### src/rtl/mso_pkg.sv
// Shared types, constants and scoring helpers for the move score and order block.
package mso_pkg;

	localparam int LIST_DEPTH_DEF = 256;
	localparam int MOVE_BITS_DEF  = 16;
	localparam int SCORE_BITS     = 32;
	localparam int CFG_BITS       = 31;
	localparam int CAP_BITS       = 19;

	localparam logic [1:0] FUNC_LOAD  = 2'd0;
	localparam logic [1:0] FUNC_PULL  = 2'd1;
	localparam logic [1:0] FUNC_CLEAR = 2'd2;

	localparam logic [2:0] REG_TABLE_MOVE    = 3'd0;
	localparam logic [2:0] REG_KILLER_FIRST  = 3'd1;
	localparam logic [2:0] REG_KILLER_SECOND = 3'd2;
	localparam logic [2:0] REG_GOOD_BONUS    = 3'd3;
	localparam logic [2:0] REG_BAD_BONUS     = 3'd4;
	localparam logic [2:0] REG_TABLE_BONUS   = 3'd5;
	localparam logic [2:0] REG_KF_BONUS      = 3'd6;
	localparam logic [2:0] REG_KS_BONUS      = 3'd7;

	typedef struct packed {
		logic        [15:0]         table_move;
		logic        [15:0]         killer_first;
		logic        [15:0]         killer_second;
		logic signed [CFG_BITS-1:0] good_bonus;
		logic signed [CFG_BITS-1:0] bad_bonus;
		logic signed [CFG_BITS-1:0] table_bonus;
		logic signed [CFG_BITS-1:0] kf_bonus;
		logic signed [CFG_BITS-1:0] ks_bonus;
	} cfg_t;

	function automatic logic [14:0] piece_val(input logic [2:0] t);
		logic [14:0] v;
		unique case (t)
			3'd1: v = 15'd100;
			3'd2: v = 15'd320;
			3'd3: v = 15'd330;
			3'd4: v = 15'd500;
			3'd5: v = 15'd900;
			3'd6: v = 15'd20000;
			default: v = 15'd0;
		endcase
		return v;
	endfunction

	// victim value times ten minus attacker value
	function automatic logic signed [CAP_BITS-1:0] cap_base(input logic [2:0] victim,
			input logic [2:0] attacker);
		logic [CAP_BITS-2:0] pv;
		logic [CAP_BITS-2:0] pa;
		pv = (CAP_BITS-1)'(piece_val(victim)) * (CAP_BITS-1)'(10);
		pa = (CAP_BITS-1)'(piece_val(attacker));
		return $signed({1'b0, pv}) - $signed({1'b0, pa});
	endfunction

endpackage

### src/rtl/mso_scorer.sv
// Two-stage scorer: partial sums, then final add with 32-bit saturation.
module mso_scorer #(
	parameter int MOVE_BITS = mso_pkg::MOVE_BITS_DEF
) (
	input  logic                                 clk,
	input  logic                                 en,
	input  mso_pkg::cfg_t                        cfg,
	input  logic [MOVE_BITS-1:0]                 move_code,
	input  logic                                 cap_flag,
	input  logic                                 quiet_flag,
	input  logic [2:0]                           victim_type,
	input  logic [2:0]                           attacker_type,
	input  logic                                 see_passes,
	input  logic signed [mso_pkg::CFG_BITS-1:0]  history_sum,
	output logic signed [mso_pkg::SCORE_BITS-1:0] score
);
	import mso_pkg::*;

	logic signed [CFG_BITS+1:0] cap_sum;
	logic signed [CFG_BITS:0]   oth_sum;
	logic signed [CFG_BITS-1:0] quiet_term;
	logic signed [CFG_BITS-1:0] tbl_term;
	logic                       tbl_hit;
	logic                       kf_hit;
	logic                       ks_hit;
	logic signed [CFG_BITS+1:0] cap_s1;
	logic signed [CFG_BITS:0]   oth_s1;
	logic signed [CFG_BITS+2:0] total;

	always_comb begin
		tbl_hit = (cfg.table_move != 16'd0) && (move_code == MOVE_BITS'(cfg.table_move));
		kf_hit  = (cfg.killer_first != 16'd0) && (move_code == MOVE_BITS'(cfg.killer_first));
		ks_hit  = (cfg.killer_second != 16'd0) && (move_code == MOVE_BITS'(cfg.killer_second));
		if (cap_flag) begin
			cap_sum = (CFG_BITS+2)'(cap_base(victim_type, attacker_type))
				+ (CFG_BITS+2)'(see_passes ? cfg.good_bonus : cfg.bad_bonus);
		end else begin
			cap_sum = '0;
		end
		tbl_term = tbl_hit ? cfg.table_bonus : '0;
		priority if (!quiet_flag) begin
			quiet_term = '0;
		end else if (kf_hit) begin
			quiet_term = cfg.kf_bonus;
		end else if (ks_hit) begin
			quiet_term = cfg.ks_bonus;
		end else begin
			quiet_term = history_sum;
		end
		oth_sum = (CFG_BITS+1)'(tbl_term) + (CFG_BITS+1)'(quiet_term);
	end

	always_ff @(posedge clk) begin
		if (en) begin
			cap_s1 <= cap_sum;
			oth_s1 <= oth_sum;
		end
	end

	assign total = (CFG_BITS+3)'(cap_s1) + (CFG_BITS+3)'(oth_s1);

	// saturate to the signed 32-bit range
	always_ff @(posedge clk) begin
		if (total > (CFG_BITS+3)'(32'sh7FFFFFFF)) begin
			score <= 32'sh7FFFFFFF;
		end else if (total < (CFG_BITS+3)'(-33'sd2147483648)) begin
			score <= 32'sh80000000;
		end else begin
			score <= SCORE_BITS'(total);
		end
	end

endmodule

### config.mk
export PLATFORM = sky130hd
export DESIGN_NAME = mso_scorer
export DESIGN_NICKNAME = d
export VERILOG_FILES = /design/src/rtl/mso_pkg.sv /design/src/rtl/mso_scorer.sv
export SDC_FILE = /design/constraint.sdc
export NUM_CORES = 1
export LEC_CHECK = 0
export ABC_AREA = 1
export BUFFER_PORTS_ARGS = -buffer_cell sky130_fd_sc_hd__buf_4
export CAP_MARGIN = 40
export CORE_AREA = 2 2 152 154
export CTS_CLUSTER_SIZE = 12
export DETAILED_ROUTE_END_ITERATION = 10
export DIE_AREA = 0 0 154 156
export GPL_TIMING_DRIVEN = 0
export PLACE_DENSITY = 0.81
export SLEW_MARGIN = 20
export SYNTH_ARGS = -nofsm -noshare
export SYNTH_HDL_FRONTEND = slang
export SYNTH_SLANG_ARGS = --single-unit
### constraint.sdc
create_clock -name clk -period 15.8 [get_ports clk]
set_input_delay 0 -clock clk [delete_from_list [all_inputs] [get_ports clk]]
set_output_delay 0 -clock clk [all_outputs]
set_load 0.01 [all_outputs]
==> impl_metrics.csv, run 1 <==
group,metric,value,unit
sta,fmax,0.164,GHz
yosys,avgSynthCellArea,6.24,um^2
routing,routed.top_layer,"met4",
sta,rsz0062_at_grt,"false",
floorplan,coreArea,22400,um^2
routing,via_per_inst,5.27,
clock_network,cts-buffers-inserted,9,
clock_network,cts-root-buf,"clkbuf_16",
worst_setup_path,end_kind,"flop",
sta,hold_viol_final,0,
power,p_total,1.53,mW
power,seqPwrFrac,0.246,
power,comb_power_share,0.613,
worst_setup_path,path_common_cell,"nor2_1",
routing,drtAntennaViolNets,0,
clock_network,cts_sinks,97,
global_routing,antenna_found_initial,3,
power,p_leak,8.03,nW
routing,wl_met3,2290,um
layout,fill_cells,2097,
clock_network,cts.htree.levels,3,
sta,drv_slew,0,
place,gp_congestion,0.958,
yosys,ys_seq_area_frac,0.214,
yosys,synthArstFlopShare,0,
power,p_switching,0.683,mW
routing,dr_wl_met2,18200,um
yosys,synth_seq_cells,97,
floorplan,die_h,156,um
routing,dr.pass1.iters,6,
worst_setup_path,critPathKind,"input pin to flop",
power,p_int,0.849,mW
worst_setup_path,startpoint_type,"input pin",
layout,multi_input_comb_area,8260,um^2
place,dp_hpwl,33700,um
sta,post-route-min-period,6.11,ns
worst_setup_path,rrSetupSlack,13.27,ns
sta,slew_headroom,0.464,
run_status,status,"finished, final reports clean",
yosys,synthCells,1943,
sta,worst_slack,9.69,ns
clock_network,cts_resized,0,
yosys,syn-num-nets,2329,
floorplan,dieArea,24000,um^2
worst_setup_path,critPathBufInv,4,
yosys,yosysWarnings,0,
worst_setup_path,crit_required,15.93,ns
power,peakVddDrop,75.0,uV
layout,area.growth.synth_to_final,23.6,%
floorplan,die_w,154,um
place,port-buffer-count,291,
routing,route.detailed.drc,0,
worst_setup_path,critPathMaxFanout,6,
floorplan,initial_core_util,0.542,
yosys,synth_top_area_share,0.182,
place,dp_slack,9.51,ns
yosys,yosysTopAreaCell,"nand2_1",
layout,seq_area,2590,um^2
power,switching_share,0.446,
layout,drive_gt1_frac,0.158,
floorplan,rows,55,
worst_setup_path,worst_path_max_delay_cell,"ha_1",
global_routing,grt_overflow,0,
yosys,netlist_top_cells_count,"nand2_1 (587), inv_1 (284), nor2_1 (205)",
power,clockPowerShare,0.141,
routing,routed_wl,38800,um
clock_network,ctsHoldBuffers,2,
clock_network,cts_setup_buffers,0,
yosys,synth_most_common_cell,"nand2_1",
routing,drt_iter0_markers,981,
routing,wire_per_inst,15.3,um
sta,setup_viol,0,
worst_hold_path,hold_class,"input pin to flop",
worst_setup_path,arrival,6.25,ns
global_routing,grt_max_degree,66,
run,max_cap_violations,0,
clock_network,cts_buffer_depth,2,
yosys,syn-cell-area,12100,um^2
yosys,yosysUniqueCellTypes,44,
sta,tns,0,ns
sta,worstMarginPinSlew,0.803,ns
clock_network,clk_pin_slew_worst_paths,0.07,ns
worst_setup_path,slowest_delay,0.45,ns
clock_network,cts_tree,"yes",
routing,wl_met1,16800,um
global_routing,grt_pass1_wl,62000,um
sta,finClkSkew,0.00990,ns
layout,nets,2634,
yosys,yosys-top-cells-area,"nand2_1 (18%), edfxtp_1 (16%), ha_1 (12%)",
sta,post-route-period-util,0.387,
layout,final_util,0.670,
power,powerDensity,102,nW/um^2
yosys,synth_edf_count,65,
global_routing,track_usage,0.321,
global_routing,grt_pass1_vias,12800,
clock_network,insertion_delay,0.35,ns
floorplan,ios,293,
routing,dr_total_vias,13400,
worst_setup_path,path_delay_family,"simple AND/OR/NAND/NOR gates",
yosys,synth_ff_type,"edfxtp_1",
power groups by stage:
| stage | Combinational (mW) | Clock (mW) | Sequential [mW] |
|---|---|---|---|
| finish | 0.940 | 0.216 | 0.376 |
| global route | 1.05 | 0.225 | 0.382 |
| CTS | 0.930 | 0.217 | 0.377 |
| detailed placement | 0.925 | 0 | 0.382 |
| global placement | 0.910 | 0 | 0.380 |
| floorplan | 0.608 | 0 | 0.399 |
final timing paths:
path / from / endpoint / cells after the start
max: victim_type[0] / cap_s1[25] / 35
min: cap_flag / cap_s1[4] / 3
max reg2reg: cap_s1[0] / score[2] / 17
min reg2reg: oth_s1[0] / score[0] / 3
layout make-up:
cell class,count,share of cell area
Timing Repair Buffer,294,0.148
Multi-Input combinational cell,1522,0.551
Clock inverter,5,0.00376
Clock buffer,11,0.0155
Inverter,291,0.0729
Tap cell,285,0.0238
Sequential cell,97,0.173
Buffer,33,0.0120
Antenna cell,2,0.000334
cell families (layout without fill, tap and decap cells):
| group | count (synthesis) | after routing | synth area share |
|---|---|---|---|
| AOI/OAI and AO/OA | 359 | 359 | 0.161 |
| xor gates and xnor gates | 100 | 100 | 0.0722 |
| and+or+nand+nor | 938 | 938 | 0.316 |
| buffers and inverters | 324 | 634 | 0.105 |
| DFF | 97 | 97 | 0.214 |
| adders and majority gates | 125 | 125 | 0.132 |
| other | 0 | 2 | 0 |
metal layers:
| metal | GRT usage | up-vias |
|---|---|---|
| met5 | 0 | - |
| met4 | 0.121 | 0 |
| met3 | 0.0411 | 76 |
| met2 | 0.561 | 490 |
| met1 | 0.406 | 5918 |
| li1 | - | 6896 |
cells in the final DEF, fill, tap and decap left out, types with 7 or more instances in the layout:
master       n
a31oi_1      7
nand4_1     19
clkbuf_1    23
xnor2_1     36
xor2_1      64
nand2_1    587
buf_4      292
nor2_1     205
inv_2        7
a21o_1      12
nor3_1      17
nand2_2     17
o21a_1      15
nand3_1     54
o21ai_0    115
inv_1      284
clkbuf_16    9
nor4_1      13
nand3b_1     8
dfxtp_1     32
ha_1       120
edfxtp_1    65
a21oi_1    178
registers in the layout, summed over array words and instances, names as in the netlist:
name and flops:
cap_s1 33, oth_s1 32, score 32
metrics by stage:
step                      instance area [um^2]  hold slack, ns  cells
after floorplan                          12100           0.112   1943
after global placement                   14700           0.321   2519
after detailed placement                 14700           0.321   2520
after CTS                                15000          0.0620   2538
after global routing                     15000           0.112   2540
final                                    15000          0.0707   2540
worst reg2reg max path, delay by kind of cell, from the launching register on:
kind,cells,cell delay (ns)
buffers and inverters,3,0.28
adders and majority gates,2,0.71
DFF,1,0.37
AOI/OAI and AO/OA,1,0.20
and+or+nand+nor,11,0.87
Power figures use the tool's default switching activity.
==> run 2, diff against run 1 <==
- CORE_AREA: 2 2 152 154 -> 2 2 158 160
- DIE_AREA: 0 0 154 156 -> 0 0 160 162
- PLACE_DENSITY: 0.81 -> 0.79
- clock period: 15.8 -> 5 ns (I/O delays scaled with it)
==> run 2 against run 1 <==
Net effect: hold slack got worse by 0.0057 ns; combinational power rose to 3.6 times the previous value; non-clock buffer count up 21; first-iteration DRC count decreased by 12%; clock skew shrank 0.0039 ns; cell count up 2.4%; design area rose by 5.5%; global-route usage shrank 1.9 points; power rose to 3.4 times the previous value; die area up 7.9%; worst setup slack worse by 9.6 ns; flip-flop and latch count is the same; critical path type unchanged; largest power group unchanged; highest routed layer unchanged.
==> impl_metrics.csv, run 2 (synthesis gave the netlist of run 1 again) <==
group,metric,value,unit
run_status,status,"finished, final reports clean",
floorplan,initial_core_util,0.503,
routing,dr_total_vias,13600,
sta,post-route-period-util,0.987,
power,peakVddDrop,269,uV
sta,hold_ws,0.0650,ns
clock_network,cts.htree.levels,3,
global_routing,track_usage,0.303,
place,dp_hpwl,34000,um
place,port-buffer-count,291,
routing,via_per_inst,5.22,
global_routing,grt_max_degree,66,
clock_network,cts_sinks,97,
sta,fmax,0.203,GHz
worst_setup_path,arrival,5.04,ns
clock_network,cts-root-buf,"clkbuf_16",
clock_network,cts_buffer_depth,2,
place,dpl_cell_area,14700,um^2
worst_setup_path,worst_path_max_delay_cell,"fa_2",
worst_hold_path,hold_class,"input pin to flop",
worst_hold_path,min_delay_path_depth,3,
sta,drv_slew,0,
place,gp_congestion,0.957,
layout,area.growth.synth_to_final,30.4,%
routing,drt_iter0_markers,866,
power,powerDensity,327,nW/um^2
worst_hold_path,min_to,"cap_s1[7]",
global_routing,grt_pass1_wl,63200,um
worst_setup_path,rrSetupSlack,2.40,ns
clock_network,clk_pin_slew_worst_paths,0.06,ns
routing,dr.pass1.iters,7,
layout,drive_gt1_frac,0.218,
layout,top_register,"cap_s1",
layout,final_area,15800,um^2
power,p_switching,2.34,mW
power,p_total,5.17,mW
sta,worst_slack,0.0667,ns
floorplan,ios,293,
worst_setup_path,critPathMaxFanout,7,
layout,reg.largest.list,"cap_s1 x33, oth_s1 x32, score x32",
layout,largest_reg_flops,33,
worst_setup_path,startpoint_type,"input pin",
sta,slew_headroom,0.460,
worst_setup_path,end_kind,"flop",
sta,worstMarginPinSlew,0.810,ns
global_routing,grt_overflow,0,
power,comb_power_share,0.648,
sta,setup_viol,0,
layout,final_common_cell,"nand2_1",
sta,post-route-min-period,4.93,ns
sta,finClkSkew,0.00598,ns
clock_network,cts-buffers-inserted,9,
worst_setup_path,critPathKind,"input pin to flop",
power,switching_share,0.452,
worst_setup_path,r2r_start,"cap_s1[0]",
worst_setup_path,crit_required,5.11,ns
power,p_leak,8.21,nW
worst_setup_path,reg2reg_to,"score[23]",
run,max_cap_violations,0,
floorplan,die_w,160,um
power,seqPwrFrac,0.230,
routing,wire_per_inst,15.4,um
power,clockPowerShare,0.122,
worst_setup_path,slowest_delay,0.38,ns
sta,hold_viol_final,0,
worst_setup_path,r2r.worst_path.cells,17,
layout,nets,2655,
floorplan,coreArea,24100,um^2
layout,final_cell_mix,"nand2_1 (571), buf_4 (310), inv_1 (276)",
place,dp_slack,-1.43,ns
sta,rsz0062_at_grt,"true",
routing,drtAntennaViolNets,0,
worst_setup_path,path_common_cell,"nor2_4",
clock_network,insertion_delay,0.36,ns
routing,route.detailed.drc,0,
power,p_int,2.83,mW
global_routing,antenna_found_initial,3,
clock_network,cts_tree,"yes",
routing,routed_wl,40100,um
floorplan,dieArea,25900,um^2
floorplan,rows,57,
global_routing,grt_pass1_vias,13100,
floorplan,die_h,162,um
worst_hold_path,hold_start,"cap_flag",
sta,tns,0,ns
==> run 2: repair_timing <==
| item | CTS | global route |
|---|---|---|
| hold buffers | 2 | 0 |
| resized for setup | 73 | 103 |
| setup buffers | 12 | 10 |
| pin swaps | 14 | 39 |
| setup endpoints to repair | 21 | 21 |
| hold endpoints to repair | 1 | 0 |
==> run 2: cell type report <==
type                    instances  area, um^2
inverters                     291        1100
repair buffers                315        2390
fillers                      2250        8300
diodes                          2        5.00
plain buffers                  33         180
well taps                     324         405
flip-flops and latches         97        2590
clock buffers                  11         243
multi-input cells            1522        8860
clock inverters                 5        28.8
==> run 2: routing by layer <==
metal,part of all wire,wire length (um),global-route usage
met1,0.43,17300,0.384
met2,0.49,19500,0.537
met3,0.056,2270,0.0360
met4,0.027,1080,0.0991
met5,0,0,0
==> run 2: power by group through the flow <==
stage	clock network (mW)	registers [mW]	logic [mW]
finish	0.631	1.19	3.35
CTS	0.644	1.19	3.10
global placement	0	1.20	2.89
floorplan	0	1.26	1.92
global route	0.676	1.21	3.71
detailed placement	0	1.21	2.92
==> run 2: worst max path at each step <==
stage                   start  slack (ns)  cells after the start    endpoint
6_report       victim_type[1]        0.07                     35  cap_s1[26]
5_1_grt        victim_type[1]       -0.20                     32  cap_s1[20]
2_1_floorplan  victim_type[0]        0.02                     35  cap_s1[23]
3_3_place_gp   victim_type[0]       -1.32                     35  cap_s1[25]
3_5_place_dp   victim_type[0]       -1.43                     35  cap_s1[25]
4_1_cts        victim_type[0]        0.02                     37  cap_s1[32]
==> run 2: worst max-delay path: cells and delay by family <==
family                   cells  cell delay, ns
AO/OA/AOI/OAI                6            0.73
buffers and inverters        6            0.62
AND/OR/NAND/NOR             17            1.98
XOR/XNOR                     1            0.18
adder cells (fa/ha/maj)      5            1.46
==> run 2: through the flow <==
step,std cells,utilization
3_3_place_gp,2558,0.611
6_report,2600,0.656
2_1_floorplan,1943,-
3_5_place_dp,2558,0.611
5_1_grt,2600,0.656
4_1_cts,2588,0.638
